### src/design/pbdi_pkg.sv
`timescale 1ns / 1ps

package pbdi_pkg;

    // Controller modes, as shown on mode_now
    localparam logic [2:0] MODE_LAMPTEST = 3'd0;
    localparam logic [2:0] MODE_STARTUP  = 3'd1;
    localparam logic [2:0] MODE_STANDBY  = 3'd2;
    localparam logic [2:0] MODE_CLEANING = 3'd3;
    localparam logic [2:0] MODE_A2B      = 3'd4;
    localparam logic [2:0] MODE_B2A      = 3'd5;

    // Bit positions in the output level word
    localparam int OB_LOCK_A = 0;
    localparam int OB_LOCK_B = 1;
    localparam int OB_FAN    = 2;
    localparam int OB_AE     = 3;
    localparam int OB_AD     = 4;
    localparam int OB_BE     = 5;
    localparam int OB_BD     = 6;

    // Output word after reset: fan and all lamps on, locks off
    localparam logic [6:0] OUT_RESET = 7'h7C;

    // Configuration register indexes
    localparam logic [2:0] REG_DEBOUNCE     = 3'd0;
    localparam logic [2:0] REG_TICKS_PER_S  = 3'd1;
    localparam logic [2:0] REG_XFER_FAN     = 3'd2;
    localparam logic [2:0] REG_CLEAN_FAN    = 3'd3;
    localparam logic [2:0] REG_OPEN_TIMEOUT = 3'd4;
    localparam logic [2:0] REG_LAMP_TEST    = 3'd5;
    localparam logic [2:0] REG_RELOCK_DELAY = 3'd6;

    // Configuration reset values
    localparam logic [4:0] DEBOUNCE_RST     = 5'd25;
    localparam logic [5:0] TICKS_PER_S_RST  = 6'd50;
    localparam logic [6:0] XFER_FAN_RST     = 7'd30;
    localparam logic [6:0] CLEAN_FAN_RST    = 7'd120;
    localparam logic [3:0] OPEN_TIMEOUT_RST = 4'd10;
    localparam logic [1:0] LAMP_TEST_RST    = 2'd2;
    localparam logic [4:0] RELOCK_DELAY_RST = 5'd25;

    // Number of debounced inputs
    localparam int NUM_INPUTS = 5;

    // Debounced input positions
    localparam int IN_GA = 0;
    localparam int IN_GB = 1;
    localparam int IN_RED = 2;
    localparam int IN_SA = 3;
    localparam int IN_SB = 4;

    typedef struct packed {
        logic [4:0] debounce_samples;
        logic [5:0] ticks_per_second;
        logic [6:0] transfer_fan_seconds;
        logic [6:0] clean_fan_seconds;
        logic [3:0] open_timeout_seconds;
        logic [1:0] lamp_test_seconds;
        logic [4:0] relock_delay_ticks;
    } cfg_t;

    // Lamp test time reload from a configuration write
    typedef struct packed {
        logic       en;
        logic [1:0] value;
    } lt_load_t;

endpackage

### src/design/pbdi_debounce.sv
`timescale 1ns / 1ps

module pbdi_debounce (
    input  logic                               clk,
    input  logic                               rst_n,
    input  logic                               advance,
    input  logic [pbdi_pkg::NUM_INPUTS-1:0]    raw,
    input  logic [4:0]                         samples,
    output logic [pbdi_pkg::NUM_INPUTS-1:0]    level_next
);

    logic [4:0]                      cnt_reg  [pbdi_pkg::NUM_INPUTS];
    logic [4:0]                      cnt_next [pbdi_pkg::NUM_INPUTS];
    logic [pbdi_pkg::NUM_INPUTS-1:0] run_reg;
    logic [pbdi_pkg::NUM_INPUTS-1:0] run_next;
    logic [pbdi_pkg::NUM_INPUTS-1:0] level_reg;
    logic [4:0]                      samples_min1;

    assign samples_min1 = (samples == 5'd0) ? 5'd1 : samples;

    // Count down each lane while its sample differs from the accepted level
    always_comb
    begin
        for (int i = 0; i < pbdi_pkg::NUM_INPUTS; i++)
        begin
            cnt_next[i]   = cnt_reg[i];
            run_next[i]   = run_reg[i];
            level_next[i] = level_reg[i];
            if (raw[i] == level_reg[i])
            begin
                run_next[i] = 1'b0;
            end
            else
            begin
                if (!run_reg[i])
                begin
                    cnt_next[i] = samples_min1;
                end
                cnt_next[i] = cnt_next[i] - 5'd1;
                if (cnt_next[i] == 5'd0)
                begin
                    run_next[i]   = 1'b0;
                    level_next[i] = raw[i];
                end
                else
                begin
                    run_next[i] = 1'b1;
                end
            end
        end
    end

    // Advance lane state once per tick
    always_ff @(posedge clk or negedge rst_n)
    begin
        if (!rst_n)
        begin
            for (int i = 0; i < pbdi_pkg::NUM_INPUTS; i++)
            begin
                cnt_reg[i] <= 5'd0;
            end
            run_reg   <= '0;
            level_reg <= '0;
        end
        else if (advance)
        begin
            for (int i = 0; i < pbdi_pkg::NUM_INPUTS; i++)
            begin
                cnt_reg[i] <= cnt_next[i];
            end
            run_reg   <= run_next;
            level_reg <= level_next;
        end
    end

endmodule

### src/design/pbdi_ctrl.sv
`timescale 1ns / 1ps

module pbdi_ctrl (
    input  logic                               clk,
    input  logic                               rst_n,
    input  logic                               advance,
    input  logic [pbdi_pkg::NUM_INPUTS-1:0]    levels,
    input  pbdi_pkg::cfg_t                     cfg,
    input  pbdi_pkg::lt_load_t                 lt_load,
    output logic [6:0]                         out_levels,
    output logic [2:0]                         mode
);

    logic [2:0] mode_reg, mode_next;
    logic [6:0] ol_reg, ol_next;
    logic [5:0] td_reg, td_next;
    logic [6:0] fan_reg, fan_next;
    logic [3:0] to_reg, to_next;
    logic       arm_reg, arm_next;
    logic [1:0] lt_reg, lt_next;
    logic       dwo_reg, dwo_next;
    logic [4:0] rl_reg, rl_next;

    logic [5:0] tps_min1;
    logic [6:0] xfer_fan_min1;
    logic [6:0] clean_fan_min1;
    logic [3:0] timeout_min1;
    logic       second;
    logic       ga, gb, red, sa, sb;
    logic       door;

    assign tps_min1       = (cfg.ticks_per_second == 6'd0) ? 6'd1 : cfg.ticks_per_second;
    assign xfer_fan_min1  = (cfg.transfer_fan_seconds == 7'd0) ? 7'd1
                                                               : cfg.transfer_fan_seconds;
    assign clean_fan_min1 = (cfg.clean_fan_seconds == 7'd0) ? 7'd1 : cfg.clean_fan_seconds;
    assign timeout_min1   = (cfg.open_timeout_seconds == 4'd0) ? 4'd1
                                                               : cfg.open_timeout_seconds;

    assign ga  = levels[pbdi_pkg::IN_GA];
    assign gb  = levels[pbdi_pkg::IN_GB];
    assign red = levels[pbdi_pkg::IN_RED];
    assign sa  = levels[pbdi_pkg::IN_SA];
    assign sb  = levels[pbdi_pkg::IN_SB];

    // One tick: seconds timers, relock countdown, then mode logic
    always_comb
    begin
        mode_next = mode_reg;
        ol_next   = ol_reg;
        fan_next  = fan_reg;
        to_next   = to_reg;
        arm_next  = arm_reg;
        lt_next   = lt_reg;
        dwo_next  = dwo_reg;
        rl_next   = rl_reg;
        door      = 1'b0;

        // Divide ticks into seconds
        td_next = td_reg + 6'd1;
        second  = 1'b0;
        if (td_next >= tps_min1)
        begin
            td_next = 6'd0;
            second  = 1'b1;
        end

        if (second)
        begin
            // Fan run expiry always drops back to standby
            if (fan_next != 7'd0)
            begin
                fan_next = fan_next - 7'd1;
                if (fan_next == 7'd0)
                begin
                    ol_next[pbdi_pkg::OB_FAN] = 1'b0;
                    ol_next[pbdi_pkg::OB_AD]  = 1'b0;
                    ol_next[pbdi_pkg::OB_BD]  = 1'b0;
                    mode_next = pbdi_pkg::MODE_STANDBY;
                end
            end
            // Lamp test countdown
            if (mode_next == pbdi_pkg::MODE_LAMPTEST)
            begin
                if (lt_next <= 2'd1)
                begin
                    lt_next = 2'd0;
                    ol_next[pbdi_pkg::OB_AE]  = 1'b0;
                    ol_next[pbdi_pkg::OB_AD]  = 1'b0;
                    ol_next[pbdi_pkg::OB_BE]  = 1'b0;
                    ol_next[pbdi_pkg::OB_BD]  = 1'b0;
                    ol_next[pbdi_pkg::OB_FAN] = 1'b0;
                    mode_next = pbdi_pkg::MODE_STARTUP;
                end
                else
                begin
                    lt_next = lt_next - 2'd1;
                end
            end
            // Open timeout relocks both doors
            if (to_next != 4'd0 && arm_next)
            begin
                to_next = to_next - 4'd1;
                if (to_next == 4'd0)
                begin
                    ol_next[pbdi_pkg::OB_AE]     = 1'b0;
                    ol_next[pbdi_pkg::OB_AD]     = 1'b0;
                    ol_next[pbdi_pkg::OB_BE]     = 1'b0;
                    ol_next[pbdi_pkg::OB_BD]     = 1'b0;
                    ol_next[pbdi_pkg::OB_LOCK_A] = 1'b1;
                    ol_next[pbdi_pkg::OB_LOCK_B] = 1'b1;
                    ol_next[pbdi_pkg::OB_FAN]    = 1'b0;
                    mode_next = pbdi_pkg::MODE_STANDBY;
                end
            end
        end

        // Relock countdown engages both magnets at its end
        if (rl_next != 5'd0)
        begin
            rl_next = rl_next - 5'd1;
            if (rl_next == 5'd0)
            begin
                ol_next[pbdi_pkg::OB_LOCK_A] = 1'b1;
                ol_next[pbdi_pkg::OB_LOCK_B] = 1'b1;
                dwo_next = 1'b1;
                arm_next = 1'b0;
            end
        end

        // Startup door check
        if (mode_next == pbdi_pkg::MODE_STARTUP)
        begin
            if (sa || sb)
            begin
                ol_next[pbdi_pkg::OB_AE] = sa;
                ol_next[pbdi_pkg::OB_AD] = 1'b1;
                ol_next[pbdi_pkg::OB_BE] = sb;
                ol_next[pbdi_pkg::OB_BD] = 1'b1;
                dwo_next = 1'b1;
            end
            else if (dwo_next)
            begin
                ol_next[pbdi_pkg::OB_AE]  = 1'b0;
                ol_next[pbdi_pkg::OB_AD]  = 1'b1;
                ol_next[pbdi_pkg::OB_BE]  = 1'b0;
                ol_next[pbdi_pkg::OB_BD]  = 1'b1;
                ol_next[pbdi_pkg::OB_FAN] = 1'b1;
                fan_next  = xfer_fan_min1;
                mode_next = pbdi_pkg::MODE_STANDBY;
            end
            else
            begin
                mode_next = pbdi_pkg::MODE_STANDBY;
            end
            ol_next[pbdi_pkg::OB_LOCK_A] = 1'b1;
            ol_next[pbdi_pkg::OB_LOCK_B] = 1'b1;
        end

        // Red button starts a cleaning cycle
        if (red && mode_next == pbdi_pkg::MODE_STANDBY)
        begin
            ol_next[pbdi_pkg::OB_FAN] = 1'b1;
            ol_next[pbdi_pkg::OB_AD]  = 1'b1;
            ol_next[pbdi_pkg::OB_BD]  = 1'b1;
            fan_next  = clean_fan_min1;
            mode_next = pbdi_pkg::MODE_CLEANING;
        end

        // Green buttons release one door, side A first
        if (ga && mode_next == pbdi_pkg::MODE_STANDBY)
        begin
            ol_next[pbdi_pkg::OB_AE]     = 1'b1;
            ol_next[pbdi_pkg::OB_BD]     = 1'b1;
            ol_next[pbdi_pkg::OB_LOCK_A] = 1'b0;
            mode_next = pbdi_pkg::MODE_A2B;
            dwo_next  = 1'b0;
            to_next   = timeout_min1;
            arm_next  = 1'b1;
        end
        if (gb && mode_next == pbdi_pkg::MODE_STANDBY)
        begin
            ol_next[pbdi_pkg::OB_BE]     = 1'b1;
            ol_next[pbdi_pkg::OB_AD]     = 1'b1;
            ol_next[pbdi_pkg::OB_LOCK_B] = 1'b0;
            mode_next = pbdi_pkg::MODE_B2A;
            dwo_next  = 1'b0;
            to_next   = timeout_min1;
            arm_next  = 1'b1;
        end

        // Watch the released door during a transfer
        if (mode_next == pbdi_pkg::MODE_A2B || mode_next == pbdi_pkg::MODE_B2A)
        begin
            door = (mode_next == pbdi_pkg::MODE_A2B) ? sa : sb;
            if (door && !dwo_next && rl_next == 5'd0)
            begin
                arm_next = 1'b0;
                if (cfg.relock_delay_ticks == 5'd0)
                begin
                    ol_next[pbdi_pkg::OB_LOCK_A] = 1'b1;
                    ol_next[pbdi_pkg::OB_LOCK_B] = 1'b1;
                    dwo_next = 1'b1;
                    arm_next = 1'b0;
                end
                else
                begin
                    rl_next = cfg.relock_delay_ticks;
                end
            end
            // Door closed again: run decontamination
            if (!door && dwo_next)
            begin
                dwo_next = 1'b0;
                ol_next[pbdi_pkg::OB_AE]  = 1'b0;
                ol_next[pbdi_pkg::OB_AD]  = 1'b1;
                ol_next[pbdi_pkg::OB_BE]  = 1'b0;
                ol_next[pbdi_pkg::OB_BD]  = 1'b1;
                ol_next[pbdi_pkg::OB_FAN] = 1'b1;
                fan_next  = xfer_fan_min1;
                mode_next = pbdi_pkg::MODE_CLEANING;
            end
        end
    end

    // Hold controller state; update on each tick, reload lamp test on write in lamp test mode
    always_ff @(posedge clk or negedge rst_n)
    begin
        if (!rst_n)
        begin
            mode_reg <= pbdi_pkg::MODE_LAMPTEST;
            ol_reg   <= pbdi_pkg::OUT_RESET;
            td_reg   <= 6'd0;
            fan_reg  <= 7'd0;
            to_reg   <= 4'd0;
            arm_reg  <= 1'b0;
            lt_reg   <= pbdi_pkg::LAMP_TEST_RST;
            dwo_reg  <= 1'b0;
            rl_reg   <= 5'd0;
        end
        else if (advance)
        begin
            mode_reg <= mode_next;
            ol_reg   <= ol_next;
            td_reg   <= td_next;
            fan_reg  <= fan_next;
            to_reg   <= to_next;
            arm_reg  <= arm_next;
            lt_reg   <= lt_next;
            dwo_reg  <= dwo_next;
            rl_reg   <= rl_next;
        end
        else if (lt_load.en && mode_reg == pbdi_pkg::MODE_LAMPTEST)
        begin
            lt_reg <= lt_load.value;
        end
    end

    assign out_levels = ol_reg;
    assign mode       = mode_reg;

endmodule

### src/design/pass_box_door_interlock.sv
`timescale 1ns / 1ps
// Channel   Handshake             Payload
// in        in_valid / in_stall   green_button_a, green_button_b, red_button,
//                                 door_open_a, door_open_b
// out       out_valid / out_stall lock_a, lock_b, fan_on, lamp_a_enabled,
//                                 lamp_a_disabled, lamp_b_enabled, lamp_b_disabled,
//                                 mode_now
// cfg       cfg_we                cfg_index, cfg_data
//
// One tick per cycle sustained while out_stall does not hold the result; a tick's
// result is registered in the input register, then in the controller state that drives out.
// The whole tick update is one combinational pass between those registers.
// rst_n is asynchronous and active low; it restores lamp test and config defaults.
// out_stall holds the result and, once the input register is full, raises in_stall.

module pass_box_door_interlock (
    input  logic       clk,
    input  logic       rst_n,
    input  logic       in_valid,
    output logic       in_stall,
    input  logic       green_button_a,
    input  logic       green_button_b,
    input  logic       red_button,
    input  logic       door_open_a,
    input  logic       door_open_b,
    output logic       out_valid,
    input  logic       out_stall,
    output logic       lock_a,
    output logic       lock_b,
    output logic       fan_on,
    output logic       lamp_a_enabled,
    output logic       lamp_a_disabled,
    output logic       lamp_b_enabled,
    output logic       lamp_b_disabled,
    output logic [2:0] mode_now,
    input  logic       cfg_we,
    input  logic [2:0] cfg_index,
    input  logic [6:0] cfg_data
);

    logic                               s1_valid_reg;
    logic [pbdi_pkg::NUM_INPUTS-1:0]    s1_raw_reg;
    logic                               out_valid_reg;
    logic                               advance;
    logic [pbdi_pkg::NUM_INPUTS-1:0]    levels;
    logic [6:0]                         ol;
    pbdi_pkg::cfg_t                     cfg_reg;
    pbdi_pkg::lt_load_t                 lt_load;

    // Move the input register forward when the result slot is free or taken
    assign advance  = s1_valid_reg && (!out_valid_reg || !out_stall);
    assign in_stall = s1_valid_reg && !advance;

    // Capture one tick
    always_ff @(posedge clk or negedge rst_n)
    begin
        if (!rst_n)
        begin
            s1_valid_reg <= 1'b0;
        end
        else if (!in_stall)
        begin
            s1_valid_reg <= in_valid;
        end
    end

    always_ff @(posedge clk)
    begin
        if (!in_stall && in_valid)
        begin
            s1_raw_reg <= {door_open_b, door_open_a, red_button, green_button_b,
                           green_button_a};
        end
    end

    // Result valid: set on advance, drop once transferred
    always_ff @(posedge clk or negedge rst_n)
    begin
        if (!rst_n)
        begin
            out_valid_reg <= 1'b0;
        end
        else if (advance)
        begin
            out_valid_reg <= 1'b1;
        end
        else if (!out_stall)
        begin
            out_valid_reg <= 1'b0;
        end
    end

    // Configuration registers
    always_ff @(posedge clk or negedge rst_n)
    begin
        if (!rst_n)
        begin
            cfg_reg.debounce_samples     <= pbdi_pkg::DEBOUNCE_RST;
            cfg_reg.ticks_per_second     <= pbdi_pkg::TICKS_PER_S_RST;
            cfg_reg.transfer_fan_seconds <= pbdi_pkg::XFER_FAN_RST;
            cfg_reg.clean_fan_seconds    <= pbdi_pkg::CLEAN_FAN_RST;
            cfg_reg.open_timeout_seconds <= pbdi_pkg::OPEN_TIMEOUT_RST;
            cfg_reg.lamp_test_seconds    <= pbdi_pkg::LAMP_TEST_RST;
            cfg_reg.relock_delay_ticks   <= pbdi_pkg::RELOCK_DELAY_RST;
        end
        else if (cfg_we)
        begin
            case (cfg_index)
                pbdi_pkg::REG_DEBOUNCE:     cfg_reg.debounce_samples     <= cfg_data[4:0];
                pbdi_pkg::REG_TICKS_PER_S:  cfg_reg.ticks_per_second     <= cfg_data[5:0];
                pbdi_pkg::REG_XFER_FAN:     cfg_reg.transfer_fan_seconds <= cfg_data;
                pbdi_pkg::REG_CLEAN_FAN:    cfg_reg.clean_fan_seconds    <= cfg_data;
                pbdi_pkg::REG_OPEN_TIMEOUT: cfg_reg.open_timeout_seconds <= cfg_data[3:0];
                pbdi_pkg::REG_LAMP_TEST:    cfg_reg.lamp_test_seconds    <= cfg_data[1:0];
                pbdi_pkg::REG_RELOCK_DELAY: cfg_reg.relock_delay_ticks   <= cfg_data[4:0];
                default:
                begin
                end
            endcase
        end
    end

    assign lt_load.en    = cfg_we && (cfg_index == pbdi_pkg::REG_LAMP_TEST);
    assign lt_load.value = cfg_data[1:0];

    pbdi_debounce u_debounce (
        .clk        (clk),
        .rst_n      (rst_n),
        .advance    (advance),
        .raw        (s1_raw_reg),
        .samples    (cfg_reg.debounce_samples),
        .level_next (levels)
    );

    pbdi_ctrl u_ctrl (
        .clk        (clk),
        .rst_n      (rst_n),
        .advance    (advance),
        .levels     (levels),
        .cfg        (cfg_reg),
        .lt_load    (lt_load),
        .out_levels (ol),
        .mode       (mode_now)
    );

    assign out_valid       = out_valid_reg;
    assign lock_a          = ol[pbdi_pkg::OB_LOCK_A];
    assign lock_b          = ol[pbdi_pkg::OB_LOCK_B];
    assign fan_on          = ol[pbdi_pkg::OB_FAN];
    assign lamp_a_enabled  = ol[pbdi_pkg::OB_AE];
    assign lamp_a_disabled = ol[pbdi_pkg::OB_AD];
    assign lamp_b_enabled  = ol[pbdi_pkg::OB_BE];
    assign lamp_b_disabled = ol[pbdi_pkg::OB_BD];

endmodule

### config.mk
export PLATFORM = sky130hd
export DESIGN_NAME = pass_box_door_interlock
export DESIGN_NICKNAME = d
export VERILOG_FILES = /design/src/design/pbdi_pkg.sv /design/src/design/pbdi_debounce.sv /design/src/design/pbdi_ctrl.sv /design/src/design/pass_box_door_interlock.sv
export SDC_FILE = /design/constraint.sdc
export NUM_CORES = 1
export LEC_CHECK = 0
export ABC_AREA = 1
export BUFFER_PORTS_ARGS = -buffer_cell sky130_fd_sc_hd__buf_2
export CAP_MARGIN = 20
export CORE_UTILIZATION = 34
export DETAILED_ROUTE_END_ITERATION = 16
export GPL_TIMING_DRIVEN = 0
export PLACE_DENSITY_LB_ADDON = 0.08
export SLEW_MARGIN = 20
export SYNTH_ARGS = -nofsm -noshare
export SYNTH_HDL_FRONTEND = slang
export SYNTH_SLANG_ARGS = --single-unit
### constraint.sdc
create_clock -name clk -period 6.82 [get_ports clk]
set_input_delay 1.023 -clock clk [delete_from_list [all_inputs] [get_ports clk]]
set_output_delay 1.023 -clock clk [all_outputs]
set_load 0.005 [all_outputs]
==> results.md, run 1 <==
- Vias in the first global route: 5,408
- Drt wl/cell: 14.9 um
- DRT Pass-1 Iters: 4
- Cells after Synth: 875
- CP Launch Type: register
- Initial antenna violation count: 0
- Global-route wire length before repair: 29.4 mm
- Crit path kind: reg2reg
- RePlAce Congestion: 0.842
- Post-synthesis sequential area ratio: 42.6%
- Number of I/O pins: 32
- Clock-pin slew on the worst setup and hold paths: 80 ps
- Die Y: 142 um
- GRT Overall Usage: 19.0%
- Top_reg_cell synth: dfrtp_1
- Cell row count: 51
- WP data arrival: 4050 ps
- Post-DP HPWL: 13.2 mm
- DRC: 0
- DR iter-0 viols: 266
- Flops & latches, synth: 112
- TritonCTS clock tree: built
- RSZ-0062 raised after global routing: no
- Commonest non-fill, non-tap cell in the layout: nand2_1
- Number of flops mapped to enable cells by yosys: 5
- Largest net degree at the start of global routing: 59
- Fillers: 2,118
- Multi-input logic area: 3280 um2
- Setup repair bufs after CTS: 0
- Clk buf depth: 2
- Fraction of final layout cells sized beyond drive strength 1: 13.8%
- Min-Delay Path Class: reg2reg
- CP max FO: 7
- Worst VDD drop: 0.000128 V
- Max Cap Violations: 0
- H-tree lvl count: 3
- Worst Path Required: 7120 ps
- Pleak: 3.71 nW
- Async SR Flop Fraction: 95.5%
- Final worst clock skew: 13.6 ps
- Netlist cell types: 46
- Register Area: 2860 um2
- Avg Cell Area, Syn: 7.67 um2
- CTS Sinks: 112
- Cts repair resizes: 0
- PD cells: 441 nW/um2
- Syn nets: 919
- Status: completed
- CTS buffer count: 9
- # diodes: 0
- Power, Total: 3.32 mW
- Clock Latency Late Sink: 360 ps
- Slew headroom: 47.7%
- Crit share post-route: 55.0%
- Via count: 5,536
- Worst-margin pin slew: 777 ps
- Fin crit period: 3750 ps
- Routed Antenna Nets: 0
- PortBufs: 31
- Final wirelength: 17.7 mm
- Max Slew Vio Count: 0
- Initial core utilization: 34.6%
- DIE WIDTH: 142 um
- Syn-to-layout area delta: 12.3%
- Grt total ovfl: 0
- Die area: 20,300 um2
- Nets: 962
- Fin. Hold Viols: 0
- Mapped Area: 6710 um2
- Hold_buf cts: 0
- Core area: 19,400 um2
- Achievable frequency: 0.267 GHz
- Yosys warns: 0
- Max reg flops: 34
- Setup violators final: 0
- Most frequent cells in the layout: nand2_1, inv_1, o21ai_0, dfrtp_1, nand3_1
- Vias per cell: 4.66
- Clk root buf: clkbuf_16
- Worst setup EP type: register
- Setup TNS: 0 ps
-- metal layers --
| metal | part of all wire (%) | up-vias | wire length (um) | GRT usage [%] |
|---|---|---|---|---|
| met3 | 2.9 | 10 | 514 | 3.16 |
| met5 | 0 | - | 0 | 0 |
| met4 | 0.87 | 0 | 154 | 3.90 |
| li1 | - | 2919 | - | - |
| met1 | 52 | 2559 | 9170 | 27.4 |
| met2 | 44 | 48 | 7820 | 29.8 |
-- cell usage after synthesis (2+ instances only) --
library cell | n | area, um2
nand4_1 | 12 | 75.1
dfstp_2 | 25 | 657
a41oi_1 | 2 | 17.5
o21a_1 | 2 | 15.0
a21oi_2 | 2 | 17.5
mux2_2 | 8 | 90.1
and2_1 | 4 | 25.0
nand2_2 | 9 | 56.3
clkbuf_1 | 9 | 33.8
ha_1 | 24 | 300
edfxtp_1 | 5 | 150
nor4_1 | 3 | 18.8
xor2_1 | 20 | 175
a31o_2 | 3 | 26.3
a21oi_1 | 16 | 80.1
or2_2 | 2 | 12.5
or2_0 | 3 | 18.8
nor3_1 | 5 | 25.0
xnor2_1 | 6 | 52.6
o22ai_1 | 6 | 37.5
nor2_1 | 37 | 139
inv_1 | 125 | 469
dfrtp_1 | 82 | 2050
nand3b_1 | 7 | 52.6
a211oi_1 | 2 | 15.0
inv_2 | 8 | 30.0
a22oi_1 | 2 | 15.0
buf_2 | 5 | 25.0
or2_1 | 2 | 12.5
nand3_1 | 52 | 260
o211ai_1 | 9 | 67.6
nand3_2 | 4 | 40.0
a31oi_1 | 2 | 12.5
nor2_2 | 4 | 25.0
nand2_1 | 243 | 912
o21ai_2 | 4 | 35.0
o21ai_0 | 99 | 495
o21ai_1 | 11 | 55.1
o21bai_1 | 4 | 30.0
-- cells by family (layout without fill, tap and decap cells) --
logic type	count (synthesis)	count (layout)	synth area share, %
XOR/XNOR	27	27	3.64
flip-flops	112	112	42.6
adder cells (fa/ha/maj)	24	24	4.47
AND/OR/NAND/NOR	391	391	25.5
buffers and inverters	148	196	8.48
AO/OA/AOI/OAI	165	165	13.9
multiplexers	8	8	1.34
-- power by group --
group / switching, mW / total [mW] / internal [mW]
combinational: 1.08 / 1.69 / 0.612
sequential: 0.168 / 1.08 / 0.912
clock: 0.273 / 0.550 / 0.277
-- critical path, cell delays in order (launching register included) --
cell and delay (ps):
dfrtp_1 380, inv_1 270, nand4_1 230, nand3_1 140
nand2_2 80, ha_1 250, xor2_1 190, nor2_1 140
nand3_1 120, nor2_2 140, nand2_1 70, nand2_2 120
nand2_2 110, nand3_2 90, nand2_1 60, a21oi_2 200
nand3_2 220, nand2_2 170, nand3_1 80, nand2_1 200
nand3_1 200, nand2_1 120, nand2_1 50, nand2_1 60
-- path summary, 6_finish.rpt --
path | cells past startpoint | start | slack (ps) | endpoint
max | 23 | cfg_reg[33] | 3070 | u_ctrl.dwo_reg
min | 2 | u_debounce.cnt_reg[13] | 480 | u_debounce.cnt_reg[13]
max reg2reg | 23 | cfg_reg[33] | 3070 | u_ctrl.dwo_reg
min reg2reg | 2 | u_debounce.cnt_reg[13] | 480 | u_debounce.cnt_reg[13]
max in group asynchronous | 2 | rst_n | 5490 | cfg_reg[26]
min in group asynchronous | 1 | rst_n | 610 | u_debounce.cnt_reg[22]
-- cell type report --
| class | count | share of cell area [%] |
|---|---|---|
| repair buffers | 32 | 2.51 |
| flip-flops and latches | 112 | 37.9 |
| clock inverters | 5 | 0.664 |
| inverters | 133 | 6.62 |
| plain buffers | 15 | 0.930 |
| clock buffers | 11 | 3.37 |
| multi-input cells | 615 | 43.6 |
| well taps | 265 | 4.40 |
-- stage by stage --
step | cells | worst slack (ps) | hold slack, ps | utilization [%] | area [um2]
global route | 1188 | 2590 | 502 | 38.8 | 7540
CTS | 1188 | 3030 | 490 | 38.8 | 7540
global placement | 1171 | 3020 | 468 | 37.1 | 7200
finish | 1188 | 3070 | 483 | 38.8 | 7540
floorplan | 875 | 3750 | 444 | - | 6710
detailed placement | 1172 | 3070 | 471 | 37.3 | 7230
No activity file was read; power rests on OpenSTA's default activity.
==> run 2, diff against run 1 <==
==> constraint.sdc (replaced) <==
create_clock -name clk -period 3.7 [get_ports clk]
set_input_delay 0.555 -clock clk [delete_from_list [all_inputs] [get_ports clk]]
set_output_delay 0.555 -clock clk [all_outputs]
set_load 0.005 [all_outputs]
==> run 2 against run 1 <==
Worst setup slack got worse by 2900 ps. Via count increased by 1.6%. Clock power up 85%. Register-to-register slack worse by 2900 ps. Clock-buffer cell count unchanged. Utilization up 2.3 points. First-iteration DRC count up 14%. Sequential share of layout area decreased by 2.1 points. Highest routed layer unchanged. Flip-flop and latch count unchanged. Final area is 5.9% higher.
==> results.md, run 2 (synthesized netlist as in run 1, its figures left out) <==
- Initial core utilization: 34.6% (unchanged)
- Clk root buf: clkbuf_16 (unchanged)
- Clock Power Share: 15.4% (was 16.6%)
- Vias in the first global route: 5,406 (was 5,408)
- Fin. Hold Viols: 0 (unchanged)
- Vias per cell: 4.64 (was 4.66)
- Commonest non-fill, non-tap cell in the layout: nand2_1 (unchanged)
- Nets: 985 (was 962)
- Dpl ws: -52.2 ps (was 3070 ps)
- Fin cells: 1,211 (was 1,188)
- Worst setup EP type: register (unchanged)
- Drt wl/cell: 15.0 um (was 14.9 um)
- Die area: 20,300 um2 (unchanged)
- Final wirelength: 18.2 mm (was 17.7 mm)
- Most frequent cells in the layout: nand2_1, inv_1, o21ai_0, dfrtp_1, nand3_1 (unchanged)
- CP Launch Type: register (unchanged)
- Comb power frac: 54.3% (was 50.9%)
- Worst R2R Setup Slack: 200 ps (was 3070 ps)
- Sequential power share: 30.3% (was 32.5%)
- Clock-pin slew on the worst setup and hold paths: 80 ps (about the same)
- DR iter-0 viols: 303 (was 266)
- # diodes: 0 (unchanged)
- Max reg flops: 34 (unchanged)
- Setup TNS: 0 ps (unchanged)
- H-tree lvl count: 3 (unchanged)
- Max incr delay on CP: 420 ps (was 380 ps)
- PD cells: 827 nW/um2 (was 441 nW/um2)
- Core area: 19,400 um2 (unchanged)
- Fin crit period: 3500 ps (was 3750 ps)
- Fraction of final layout cells sized beyond drive strength 1: 20.1% (was 13.8%)
- Via count: 5,622 (was 5,536)
- Placed Cells incl. Taps: 1,172 (unchanged)
- Crit share post-route: 94.6% (was 55.0%)
- Multi-input logic area: 3530 um2 (was 3280 um2)
- Cell row count: 51 (unchanged)
- GRT Overall Usage: 19.1% (was 19.0%)
- Final worst clock skew: 13.6 ps (about the same)
- Max Slew Vio Count: 0 (unchanged)
- Syn-to-layout area delta: 19.0% (was 12.3%)
- Clk buf depth: 2 (unchanged)
- Number of I/O pins: 32 (unchanged)
- CTS Sinks: 112 (unchanged)
- CTS buffer count: 9 (unchanged)
- Die Y: 142 um (unchanged)
- RePlAce Congestion: 0.842 (unchanged)
- Setup violators final: 0 (unchanged)
- RSZ-0062 raised after global routing: yes (was no)
- Worst Path Buf+Inv: 1 (unchanged)
- Global-route wire length before repair: 29.5 mm (was 29.4 mm)
- Psw: 3.04 mW (was 1.52 mW)
- Fillers: 2,096 (was 2,118)
- Register Area: 2860 um2 (unchanged)
- Slowest stage cell, crit path: dfrtp_1 (unchanged)
- Status: completed (unchanged)
- DRC: 0 (unchanged)
- Achievable frequency: 0.286 GHz (was 0.267 GHz)
- Min-Delay Path Class: in2async (was reg2reg)
- Slew headroom: 46.8% (was 47.7%)
- Post-DP HPWL: 13.2 mm (unchanged)
- WP data arrival: 3730 ps (was 4050 ps)
- PortBufs: 31 (unchanged)
- Int Pwr: 3.56 mW (was 1.80 mW)
- Hold_buf cts: 0 (unchanged)
- TritonCTS clock tree: built (unchanged)
- Sw Ratio: 46.0% (was 45.8%)
- Worst VDD drop: 0.000276 V (was 0.000128 V)
- DIE WIDTH: 142 um (unchanged)
- Max Cap Violations: 0 (unchanged)
- Worst Path Required: 3930 ps (was 7120 ps)
- Worst-margin pin slew: 790 ps (was 777 ps)
- Initial antenna violation count: 0 (unchanged)
- Largest net degree at the start of global routing: 59 (unchanged)
- CP max FO: 9 (was 7)
- Clock Latency Late Sink: 360 ps (about the same)
- Crit path kind: reg2reg (unchanged)
- Crit path max-delay family: simple AND/OR/NAND/NOR gates (unchanged)
- Routed Antenna Nets: 0 (unchanged)
- Grt total ovfl: 0 (unchanged)
- Pleak: 3.86 nW (was 3.71 nW)
- Final WS setup: 200 ps (was 3070 ps)
- Crit-path cells: ha_2 -> nand3_2 -> xor2_2 -> ha_1 -> nand2_2 -> o21a_1 -> nand3_4 -> nand4_1 -> nor2_1 -> nor2_2 -> a21oi_4 -> nand2_2 -> nor2_4 -> nand3_4 -> nand4_1 -> inv_2 -> a21oi_1 -> a21oi_1 (was inv_1 -> nand4_1 -> nand3_1 -> nand2_2 -> ha_1 -> xor2_1 -> nor2_1 -> nand3_1 -> nor2_2 -> nand2_1 -> nand2_2 -> nand2_2 -> nand3_2 -> nand2_1 -> a21oi_2 -> nand3_2 -> nand2_2 -> nand3_1 -> nand2_1 -> nand3_1 -> nand2_1 -> nand2_1 -> nand2_1)
- DRT Pass-1 Iters: 4 (unchanged)
[run 2: final timing paths]
path                                         from                      to  cells after the start
max in group asynchronous                   rst_n             cfg_reg[29]                      2
setup reg to reg                 u_ctrl.td_reg[0]          u_ctrl.mode[1]                     18
min in group clk                   green_button_b           s1_raw_reg[1]                      1
setup / recovery                 u_ctrl.td_reg[0]          u_ctrl.mode[1]                     18
hold reg to reg            u_debounce.cnt_reg[13]  u_debounce.cnt_reg[13]                      2
hold / removal                              rst_n  u_debounce.cnt_reg[22]                      1
[run 2: final cells by class]
type,instances,share of cell area (%)
Multi-Input combinational cell,615,44.2
Clock buffer,11,3.18
Timing Repair Buffer,55,4.69
Buffer,15,0.909
Inverter,133,6.39
Sequential cell,112,35.8
Tap cell,265,4.15
Clock inverter,5,0.627
[run 2: timing repair]
action	in CTS	in global routing
setup buffers	4	18
gates resized for setup	12	56
cloned	0	1
setup endpoints to repair	15	28
pin swaps	3	27
[run 2: power by group through the flow]
stage | Clock [mW] | Combinational [mW] | Sequential [mW]
after floorplan | 0 | 2.41 | 1.92
after global placement | 0 | 3.13 | 2.02
after detailed placement | 0 | 3.13 | 2.01
after CTS | 1.05 | 3.24 | 2.00
after global routing | 1.10 | 4.10 | 2.07
final | 1.02 | 3.58 | 2.00
[run 2: metrics by stage]
stage | utilization (%) | hold WS [ps] | area, um2 | total power [mW]
2_1_floorplan | - | 259 | 6710 | 4.34
3_3_place_gp | 37.1 | 468 | 7200 | 5.14
3_5_place_dp | 37.3 | 471 | 7230 | 5.15
4_1_cts | 39.3 | 156 | 7630 | 6.29
5_1_grt | 41.2 | 174 | 7980 | 7.28
6_report | 41.2 | 141 | 7980 | 6.60
[run 2: per-layer routing]
layer | global-route usage (%) | up-vias | wire length, um
met1 | 27.6 | 2596 | 9290
met4 | 4.13 | 0 | 160
met5 | 0 | - | 0
met3 | 3.16 | 10 | 493
li1 | - | 2970 | -
met2 | 29.7 | 46 | 8210
